[src/rtl/casna_pkg.sv]
package casna_pkg;

  localparam int ANGLE_BITS = 16;
  localparam int BOUND_W    = ANGLE_BITS + 1;
  localparam int REG_ARCS   = 3;
  localparam int CFG_DATA_W = 32;
  localparam int CFG_ADDR_W = 5;

  localparam logic [BOUND_W-1:0] TURN = BOUND_W'(1) << ANGLE_BITS;

  typedef logic [2:0] reg_idx_t;

  localparam reg_idx_t REG_ARC_COUNT = 3'd0;
  localparam reg_idx_t REG_LOW_A     = 3'd1;
  localparam reg_idx_t REG_HIGH_A    = 3'd2;
  localparam reg_idx_t REG_LOW_B     = 3'd3;
  localparam reg_idx_t REG_HIGH_B    = 3'd4;
  localparam reg_idx_t REG_LOW_C     = 3'd5;
  localparam reg_idx_t REG_HIGH_C    = 3'd6;

  typedef struct packed {
    logic                  v;
    logic [BOUND_W-1:0]    cd;
    logic [ANGLE_BITS-1:0] e;
  } cand_t;

  function automatic logic [BOUND_W-1:0] sat_bound(input logic [BOUND_W-1:0] b);
    sat_bound = (b > TURN) ? TURN : b;
  endfunction

  // lexicographic min on (distance, endpoint); invalid candidates lose
  function automatic cand_t cand_min(input cand_t a, input cand_t b);
    cand_t r;
    if (!a.v) begin
      r = b;
    end else if (!b.v) begin
      r = a;
    end else if ((b.cd < a.cd) || ((b.cd == a.cd) && (b.e < a.e))) begin
      r = b;
    end else begin
      r = a;
    end
    return r;
  endfunction

endpackage

[src/rtl/circular_arc_set_nearest_angle_core.sv]
// Channel   Handshake               Payload
// request   start, busy (always 0)  in_query_angle
// result    out_valid strobe        out_found, out_inside_res, out_nearest
// config    APB write/read          cfg_paddr, cfg_pwdata, cfg_prdata
//
// One request per cycle, each answered by an out_valid strobe.
// Each request passes four register stages: endpoint distance, circular
// distance, per-arc minimum, final minimum into the output registers.
// Synchronous active-low reset clears valids and config, HIGH_A to TURN.
// The receiver cannot stall, so busy stays low and nothing is held back.
module circular_arc_set_nearest_angle_core #(
  parameter int MAX_ARCS = 3
) (
  input  logic                                clk,
  input  logic                                rst_n,
  input  logic                                start,
  output logic                                busy,
  input  logic [casna_pkg::ANGLE_BITS-1:0]    in_query_angle,
  output logic                                out_valid,
  output logic                                out_found,
  output logic                                out_inside_res,
  output logic [casna_pkg::ANGLE_BITS-1:0]    out_nearest,
  input  logic                                cfg_psel,
  input  logic                                cfg_penable,
  input  logic                                cfg_pwrite,
  input  logic [casna_pkg::CFG_ADDR_W-1:0]    cfg_paddr,
  input  logic [casna_pkg::CFG_DATA_W-1:0]    cfg_pwdata,
  output logic [casna_pkg::CFG_DATA_W-1:0]    cfg_prdata,
  output logic                                cfg_pready
);
  import casna_pkg::*;

  localparam int NEP = 2 * MAX_ARCS;

  // config registers
  logic [1:0]         arc_count_r;
  logic [BOUND_W-1:0] bnd_r [2*REG_ARCS];
  reg_idx_t           cfg_idx;
  logic               cfg_wr;

  assign cfg_pready = 1'b1;
  assign cfg_idx    = cfg_paddr[4:2];
  assign cfg_wr     = cfg_psel && cfg_penable && cfg_pwrite && cfg_pready;
  assign busy       = 1'b0;

  always_ff @(posedge clk) begin
    if (!rst_n) begin
      arc_count_r <= '0;
      for (int i = 0; i < 2*REG_ARCS; i++) begin
        bnd_r[i] <= '0;
      end
      bnd_r[1] <= TURN;
    end else if (cfg_wr) begin
      unique case (cfg_idx)
        REG_ARC_COUNT: arc_count_r <= cfg_pwdata[1:0];
        REG_LOW_A:     bnd_r[0] <= cfg_pwdata[BOUND_W-1:0];
        REG_HIGH_A:    bnd_r[1] <= cfg_pwdata[BOUND_W-1:0];
        REG_LOW_B:     bnd_r[2] <= cfg_pwdata[BOUND_W-1:0];
        REG_HIGH_B:    bnd_r[3] <= cfg_pwdata[BOUND_W-1:0];
        REG_LOW_C:     bnd_r[4] <= cfg_pwdata[BOUND_W-1:0];
        REG_HIGH_C:    bnd_r[5] <= cfg_pwdata[BOUND_W-1:0];
        default: ;
      endcase
    end
  end

  always_comb begin
    unique case (cfg_idx)
      REG_ARC_COUNT: cfg_prdata = CFG_DATA_W'(arc_count_r);
      REG_LOW_A:     cfg_prdata = CFG_DATA_W'(bnd_r[0]);
      REG_HIGH_A:    cfg_prdata = CFG_DATA_W'(bnd_r[1]);
      REG_LOW_B:     cfg_prdata = CFG_DATA_W'(bnd_r[2]);
      REG_HIGH_B:    cfg_prdata = CFG_DATA_W'(bnd_r[3]);
      REG_LOW_C:     cfg_prdata = CFG_DATA_W'(bnd_r[4]);
      REG_HIGH_C:    cfg_prdata = CFG_DATA_W'(bnd_r[5]);
      default:       cfg_prdata = '0;
    endcase
  end

  // stage 1: containment and linear endpoint distance
  logic                  v1_r, f1_r;
  logic [ANGLE_BITS-1:0] ang1_r;
  logic [MAX_ARCS-1:0]   ins1_r, ins1_nxt;
  logic [NEP-1:0]        cv1_r, cv1_nxt;
  logic [ANGLE_BITS-1:0] e1_r [NEP];
  logic [ANGLE_BITS-1:0] e1_nxt [NEP];
  logic [ANGLE_BITS-1:0] d1_r [NEP];
  logic [ANGLE_BITS-1:0] d1_nxt [NEP];

  always_comb begin
    logic [BOUND_W-1:0] lo, hi, sb;
    logic [BOUND_W-1:0] ang_x;
    ang_x = BOUND_W'(in_query_angle);
    for (int i = 0; i < MAX_ARCS; i++) begin
      lo = sat_bound(bnd_r[2*i]);
      hi = sat_bound(bnd_r[2*i+1]);
      ins1_nxt[i] = (arc_count_r > 2'(i)) && (ang_x >= lo) && (ang_x <= hi);
    end
    for (int k = 0; k < NEP; k++) begin
      sb = sat_bound(bnd_r[k]);
      e1_nxt[k]  = (sb == TURN) ? '0 : sb[ANGLE_BITS-1:0];
      d1_nxt[k]  = (e1_nxt[k] > in_query_angle) ? (e1_nxt[k] - in_query_angle)
                                                : (in_query_angle - e1_nxt[k]);
      cv1_nxt[k] = arc_count_r > 2'(k / 2);
    end
  end

  always_ff @(posedge clk) begin
    if (!rst_n) begin
      v1_r <= 1'b0;
    end else begin
      v1_r <= start && !busy;
    end
    f1_r   <= arc_count_r != 2'd0;
    ang1_r <= in_query_angle;
    ins1_r <= ins1_nxt;
    cv1_r  <= cv1_nxt;
    for (int k = 0; k < NEP; k++) begin
      e1_r[k] <= e1_nxt[k];
      d1_r[k] <= d1_nxt[k];
    end
  end

  // stage 2: circular distance
  logic                  v2_r, f2_r, ins2_r;
  logic [ANGLE_BITS-1:0] ang2_r;
  cand_t                 c2_r [NEP];
  cand_t                 c2_nxt [NEP];

  always_comb begin
    logic [BOUND_W-1:0] dx, rd;
    for (int k = 0; k < NEP; k++) begin
      dx = BOUND_W'(d1_r[k]);
      rd = TURN - dx;
      c2_nxt[k].v  = cv1_r[k];
      c2_nxt[k].cd = (rd < dx) ? rd : dx;
      c2_nxt[k].e  = e1_r[k];
    end
  end

  always_ff @(posedge clk) begin
    if (!rst_n) begin
      v2_r <= 1'b0;
    end else begin
      v2_r <= v1_r;
    end
    f2_r   <= f1_r;
    ins2_r <= |ins1_r;
    ang2_r <= ang1_r;
    for (int k = 0; k < NEP; k++) begin
      c2_r[k] <= c2_nxt[k];
    end
  end

  // stage 3: best endpoint of each arc
  logic                  v3_r, f3_r, ins3_r;
  logic [ANGLE_BITS-1:0] ang3_r;
  cand_t                 c3_r [MAX_ARCS];

  always_ff @(posedge clk) begin
    if (!rst_n) begin
      v3_r <= 1'b0;
    end else begin
      v3_r <= v2_r;
    end
    f3_r   <= f2_r;
    ins3_r <= ins2_r;
    ang3_r <= ang2_r;
    for (int i = 0; i < MAX_ARCS; i++) begin
      c3_r[i] <= cand_min(c2_r[2*i], c2_r[2*i+1]);
    end
  end

  // stage 4: best over arcs, output registers
  logic                  out_valid_r, out_found_r, out_inside_r;
  logic [ANGLE_BITS-1:0] out_nearest_r, nearest_nxt;

  always_comb begin
    cand_t best;
    best = c3_r[0];
    for (int i = 1; i < MAX_ARCS; i++) begin
      best = cand_min(best, c3_r[i]);
    end
    if (!f3_r) begin
      nearest_nxt = '0;
    end else if (ins3_r) begin
      nearest_nxt = ang3_r;
    end else begin
      nearest_nxt = best.e;
    end
  end

  always_ff @(posedge clk) begin
    if (!rst_n) begin
      out_valid_r <= 1'b0;
    end else begin
      out_valid_r <= v3_r;
    end
    out_found_r   <= f3_r;
    out_inside_r  <= ins3_r;
    out_nearest_r <= nearest_nxt;
  end

  assign out_valid      = out_valid_r;
  assign out_found      = out_found_r;
  assign out_inside_res = out_inside_r;
  assign out_nearest    = out_nearest_r;

`ifndef NO_ASSERTIONS
  a_latency: assert property (@(posedge clk) disable iff (!rst_n)
    out_valid |-> $past(start, 4))
    else $error("result without matching request");
  a_inside_found: assert property (@(posedge clk) disable iff (!rst_n)
    (out_valid && out_inside_res) |-> out_found)
    else $error("inside reported on empty set");
  a_inside_angle: assert property (@(posedge clk) disable iff (!rst_n)
    (out_valid && out_inside_res) |-> (out_nearest == $past(in_query_angle, 4)))
    else $error("inside result does not return query angle");
  a_empty_zero: assert property (@(posedge clk) disable iff (!rst_n)
    (out_valid && !out_found) |-> (out_nearest == '0 && !out_inside_res))
    else $error("empty set result not zero");
`endif

endmodule

[config.mk]
export PLATFORM = sky130hd
export DESIGN_NAME = circular_arc_set_nearest_angle_core
export DESIGN_NICKNAME = d
export VERILOG_FILES = /design/src/rtl/casna_pkg.sv /design/src/rtl/circular_arc_set_nearest_angle_core.sv
export SDC_FILE = /design/constraint.sdc
export NUM_CORES = 1
export LEC_CHECK = 0
export BUFFER_PORTS_ARGS = -buffer_cell sky130_fd_sc_hd__buf_2
export CAP_MARGIN = 20
export CORE_MARGIN = 4
export CORE_UTILIZATION = 55
export CTS_CLUSTER_DIAMETER = 150
export CTS_CLUSTER_SIZE = 30
export DETAILED_ROUTE_END_ITERATION = 12
export GPL_TIMING_DRIVEN = 1
export HOLD_SLACK_MARGIN = 0.05
export PLACE_DENSITY_LB_ADDON = 0.08
export SLEW_MARGIN = 10
export SYNTH_ARGS = -nofsm -noshare
export SYNTH_HDL_FRONTEND = slang
export SYNTH_SLANG_ARGS = --single-unit
export TNS_END_PERCENT = 100
[constraint.sdc]
create_clock -name clk -period 10.7 [get_ports clk]
set_input_delay 1.07 -clock clk [delete_from_list [all_inputs] [get_ports clk]]
set_output_delay 1.07 -clock clk [all_outputs]
set_load 0.02 [all_outputs]
# Word level (Yosys, flattened, before mapping)
# Memory sizes are Yosys's and may differ from the RTL's.
# Cells that the tools add are included.
# word_totals
mem_bits_ro	0
memories	5
elab_cells	197
latch_bits	0
inputBits	59
ramBits	600
output_inout_bits	53
reg_bits	85
# op_classes
n_shift	0
n_eq_ne	17
bitwise	7
magnitude_cmp	37
n_reduce_logical	22
n_mux	73
add_sub_neg	18
multipliers	0
div_mod_pow	0
# mem_list
name	depth	width	read_ports	rd_clocked_by_memory_dff	wr	line_no	source
c2_r	6	34	6	0	6	circular_arc_set_nearest_angle_core.sv:127	cand_t c2_r [NEP];
bnd_r	6	17	6	0	6	circular_arc_set_nearest_angle_core.sv:37	logic [BOUND_W-1:0] bnd_r [2*REG_ARCS];
c3_r	3	34	3	0	3	circular_arc_set_nearest_angle_core.sv:158	cand_t c3_r [MAX_ARCS];
d1_r	6	16	6	0	6	circular_arc_set_nearest_angle_core.sv:87	logic [ANGLE_BITS-1:0] d1_r [NEP];
e1_r	6	16	6	0	6	circular_arc_set_nearest_angle_core.sv:85	logic [ANGLE_BITS-1:0] e1_r [NEP];
# ops
op	n
$mux 17	19
$mux 33	8
$mux 16	16
$sub 16x16->16	12
$mux 34	4
$pmux 17 s7	1
$eq 17x17->1 const B	6
$gt 17x17->1 const B	6
$lt 17x16->1	6
$sub 17x16->17 const A	6
$gt 16x16->1	6
$eq 17x17->1	5
$lt 17x17->1	5
$lt 16x16->1	5
$ge 16x17->1	3
$le 16x17->1	3
$mux 1	25
$logic_and 1x1->1	13
$eq 3x3->1 const B	3
$or 1x1->1	7
$eq 3x2->1 const B	2
$logic_or 1x1->1	5
$gt 2x1->1 const B	2
$eq 3x1->1 const B	1
5 further kinds	5

# Longest topological paths before layout
# An unclocked memory read counts as a cell.
# depth
depth_word	14
depth_mapped	23
depth_no_buf	19

# Worst setup path after synthesis
# Ideal clock, no wire load.
# synth_path
path_kind	register -> register
start	memory c3_r[0][24] in the netlist's numbering
end	register out_nearest_r[0], in the netlist out_nearest[0]
path_stages_with_launch	22
required_time_ps	10594
setup_ps	106
arrival_ps	4342
synth_period_minus_slack_ps	4448
slack_ps	6252
n_path_buf	4
path_cell_list	dfxtp_1 -> inv_1 -> ha_1 -> nand4_1 -> or4_1 -> a2111oi_1 -> or2_2 -> buf_2 -> buf_2 -> buf_1 -> a21oi_1 -> ha_1 -> a21o_1 -> a21o_1 -> a21oi_1 -> nand2_1 -> o21ai_0 -> a41oi_1 -> o211ai_1 -> clkbuf_1 -> nand4b_1 -> o311ai_0
# synth_lines
item	line_no	source
start, declared	circular_arc_set_nearest_angle_core.sv:158	
end signal, assigned	circular_arc_set_nearest_angle_core.sv:201	out_nearest_r <= nearest_nxt;
end, declared	circular_arc_set_nearest_angle_core.sv:176	logic [ANGLE_BITS-1:0] out_nearest_r, nearest_nxt;

==> flow_metrics.env <==
export IMPL_outcome="completed"
export IMPL_rsz0062_at_grt="false"
export IMPL_route_detailed_drc=0
export IMPL_crit_start="c3_r[0][31]"
export IMPL_syn_cell_area_um2=38200
export IMPL_p_switching_mw=2.67
export IMPL_numCtsBuffers=26
export IMPL_finalSetupViolCount=0
export IMPL_htree_levels=1
export IMPL_cts_reportedPaths_clkPinSlew_ns=0.11
export IMPL_cp_end_kind="register"
export IMPL_routed_wl_um=116000
export IMPL_max_clock_freq_ghz=0.166
export IMPL_tightestPinTransition_ns=1.09
export IMPL_drt_vias_per_instance=5.97
export IMPL_avgSynthCellArea_um2=9.30
export IMPL_hp_start="e1_r[3][15]"
export IMPL_start_kind="register"
export IMPL_hold_viol=0
export IMPL_hpwl_um=90900
export IMPL_antenna_left=0
export IMPL_first_pass_iters=6
export IMPL_core_um2=68700
export IMPL_r2r_end="out_nearest[0]"
export IMPL_seq_area_um2=14600
export IMPL_synth_flop_cell="dfxtp_1"
export IMPL_slew_violations=0
export IMPL_whs_ns=0.332
export IMPL_holdBufCountCts=0
export IMPL_period_share=0.563
export IMPL_cts_resized=0
export IMPL_intPower_mw=4.55
export IMPL_rows=96
export IMPL_period_minus_slack_ns=6.03
export IMPL_die_area_um2=73700
export IMPL_post_drt_wl_per_cell_um=23.1
export IMPL_hold_depth=0
export IMPL_die_w_um=272
export IMPL_skew_ns=0.0532
export IMPL_fin_cells=5025
export IMPL_boundaryPins=112
export IMPL_ys_warn_count=0
export IMPL_hold_path_class="reg -> reg"
export IMPL_drive_above_1_share=0.0721
export IMPL_synth_async_reset_ratio=0
export IMPL_die_h_um=272
export IMPL_grt_max_degree=67
export IMPL_met3_length_um=9960
export IMPL_ir_worst_vdd_mv=0.124
export IMPL_critPathKind="reg -> reg"
export IMPL_dp_cells=4988
export IMPL_grt_overflow=0
export IMPL_slowest_delay_ns=0.69
export IMPL_synth_cells=4106
export IMPL_finalSetupTns_ns=0
export IMPL_clk_root_buffer_cell="clkbuf_16"
export IMPL_slowest_stage="o311ai_0"
export IMPL_gp_congestion=0.968
export IMPL_swShare=0.370
export IMPL_clk_latency_ns=0.65
export IMPL_leakagePower_nw=17.8
export IMPL_cts_buffer_depth=3
export IMPL_drtIter0Drc=2928
export IMPL_critPathMaxFanout=33
export IMPL_synthDistinctLibCells=92
export IMPL_slew_headroom=0.262
export IMPL_powerDensity_nw_per_um2=180
export IMPL_rr_worst_depth=19
export IMPL_highest_layer="met4"
export IMPL_start_util=0.556
export IMPL_grt_pass1_wl_um=174000
export IMPL_vias=29983
export IMPL_cts_tree="done"
export IMPL_worstHoldEndpoint="c2_r[3][15]"
export IMPL_finalNetCount=4654
export IMPL_synth_edf_count=102
export IMPL_dr_wl_met2_um=49200
export IMPL_maxCapViolations=0
export IMPL_r2r_start="c3_r[0][31]"
export IMPL_required_ns=11.13
export IMPL_path_cells="inv_1 > ha_1 > nand4_1 > nor3_1 > o21ai_0 > a2111oi_1 > or2_2 > buf_4 > mux2_2 > ha_1 > nor2b_1 > o21a_1 > o21ai_0 > a211oi_1 > o21ai_0 > a41oi_1 > o211ai_1 > buf_4 > o311ai_0"
export IMPL_ff2ff_setup_slack_ns=4.67
export IMPL_multi_input_area_um2=21500
export IMPL_cts_setup_buffers=0
export IMPL_grt_pass1_vias=28088
export IMPL_numClockSinks=678
export IMPL_combPwrFrac=0.345
export IMPL_antenna_found_initial=11
export IMPL_portBuffers=77
export IMPL_power_frac_clock=0.172
export IMPL_ys_seq_elements=678
export IMPL_area_delta_synth_final_pct=4.77
export IMPL_crit_arrival_ns=6.46
export IMPL_crit_top_cell="o21ai_0"
export IMPL_wl_met1_um=52600
export IMPL_pwr_share_seq=0.483
export IMPL_ys_seq_area_frac=0.382
export IMPL_fillers=6205
export IMPL_grt_total_usage=0.307
==> how the worst max path moves through the flow <==
stage                           to  slack (ns)  depth (start not counted)
finish              out_nearest[0]        4.67                         19
global route        out_nearest[0]        4.36                         19
CTS                 out_nearest[1]        4.47                         19
detailed placement  out_nearest[1]        4.52                         19
global placement    out_nearest[1]        4.61                         19
floorplan           out_nearest[0]        6.25                         21
==> cells by family (layout without fill, tap and decap cells) <==
kind of cell | count (synthesis) | count (layout) | share of synthesized area
mux | 133 | 133 | 0.0378
buf+inv | 554 | 519 | 0.0576
compound gates | 958 | 958 | 0.173
other cells | 2 | 25 | 0.000197
xor+xnor | 138 | 138 | 0.0316
simple gates | 1135 | 1135 | 0.149
flops | 678 | 678 | 0.382
fa+ha+maj | 508 | 508 | 0.169
==> cell type report <==
cell class              instances  area share
clock inverters                 2    0.000813
diodes                          2    0.000125
clock buffers                  31      0.0167
multi-input cells            2895       0.537
inverters                     375      0.0352
flip-flops and latches        678       0.365
well taps                     931      0.0291
repair buffers                111      0.0161
==> state kept, by name, indices dropped and copies added (netlist names), 2 cells and up <==
signal and cells:
bnd_r 102, ang2_r 16, ins1_r 3, d1_r 96
cv1_r 3, out_nearest 16, c3_r 102, c2_r 201
ang3_r 16, arc_count_r 2, e1_r 96, ang1_r 16
==> stage by stage <==
step	area, µm²	setup WS, ns	utilization	power [mW]
6_report	40000	4.67	0.583	7.22
5_1_grt	40000	4.36	0.582	7.68
4_1_cts	40000	4.47	0.582	7.21
3_5_place_dp	39300	4.52	0.572	6.00
3_3_place_gp	39300	4.61	0.572	5.96
2_1_floorplan	38300	6.25	-	5.16
==> per-layer routing <==
layer  GRT usage  vias to the layer above
li1            -                    14460
met1       0.442                    14131
met2       0.470                     1206
met3      0.0560                      186
met4      0.0906                        0
met5           0                        -
==> critical path, delay by kind of cell (launching register included) <==
family          cells  cell delay (ns)
compound gates      9             2.54
simple gates        4             1.37
buf+inv             3             0.71
fa+ha+maj           2             0.51
mux                 1             0.38
flops               1             0.32
==> power groups by stage <==
stage          Clock [mW]  Combinational, mW  Sequential (mW)
2_1_floorplan           0               1.83             3.34
3_3_place_gp            0               2.43             3.53
3_5_place_dp            0               2.46             3.54
4_1_cts              1.26               2.47             3.48
5_1_grt              1.34               2.80             3.53
6_report             1.24               2.49             3.49
==> layout by cell type, fill, tap and decap left out, types with 25 or more instances in the layout <==
cell       count
buf_4         32
nand2b_1      33
a31oi_1       25
buf_2         77
o21ai_0      147
edfxtp_1     102
o211ai_1      64
inv_1        375
a21oi_1      215
nand3_1      110
mux2i_1       47
nor2b_1       53
and2_1       115
mux2_2        85
a22oi_1       46
xnor2_1       78
dfxtp_1      576
nand2_1      347
clkbuf_16     26
ha_1         496
o311ai_0      49
a21o_1        74
a211oi_1      34
nor3_1        61
nor2_1       195
o31a_1        42
or3_1         37
nand4_1       64
xor2_1        60
o21a_1        64
nor4_1        36
==> cell usage after synthesis, types with 11 or more instances <==
master,number,area (µm²)
nor2_1,195,732
o211ai_1,64,480
ha_1,496,6210
nand3_1,110,551
nand2b_1,33,206
mux2_2,85,957
a21boi_0,18,135
or3_1,37,231
buf_4,18,135
o41ai_1,11,96.3
inv_1,375,1410
a211oi_1,34,255
nor4_1,36,225
a22oi_1,46,345
a21o_1,74,556
nor3_1,61,305
edfxtp_1,102,3060
mux2i_1,47,470
a211o_1,14,123
o21a_1,64,480
o21ai_0,152,761
o311ai_0,49,429
nand2_1,347,1300
a21oi_1,215,1080
a31oi_1,26,163
xnor2_1,78,683
dfxtp_1,576,11500
xor2_1,60,526
nand4_1,64,400
and2_1,116,726
buf_2,17,85.1
or2_2,16,100
nor2b_1,53,332
fa_1,12,240
o31a_1,43,377
and3_1,11,68.8
o21bai_1,21,158
clkbuf_1,134,503
nand4b_1,19,166
o31ai_1,16,120
(Power assumes the default switching activity.)
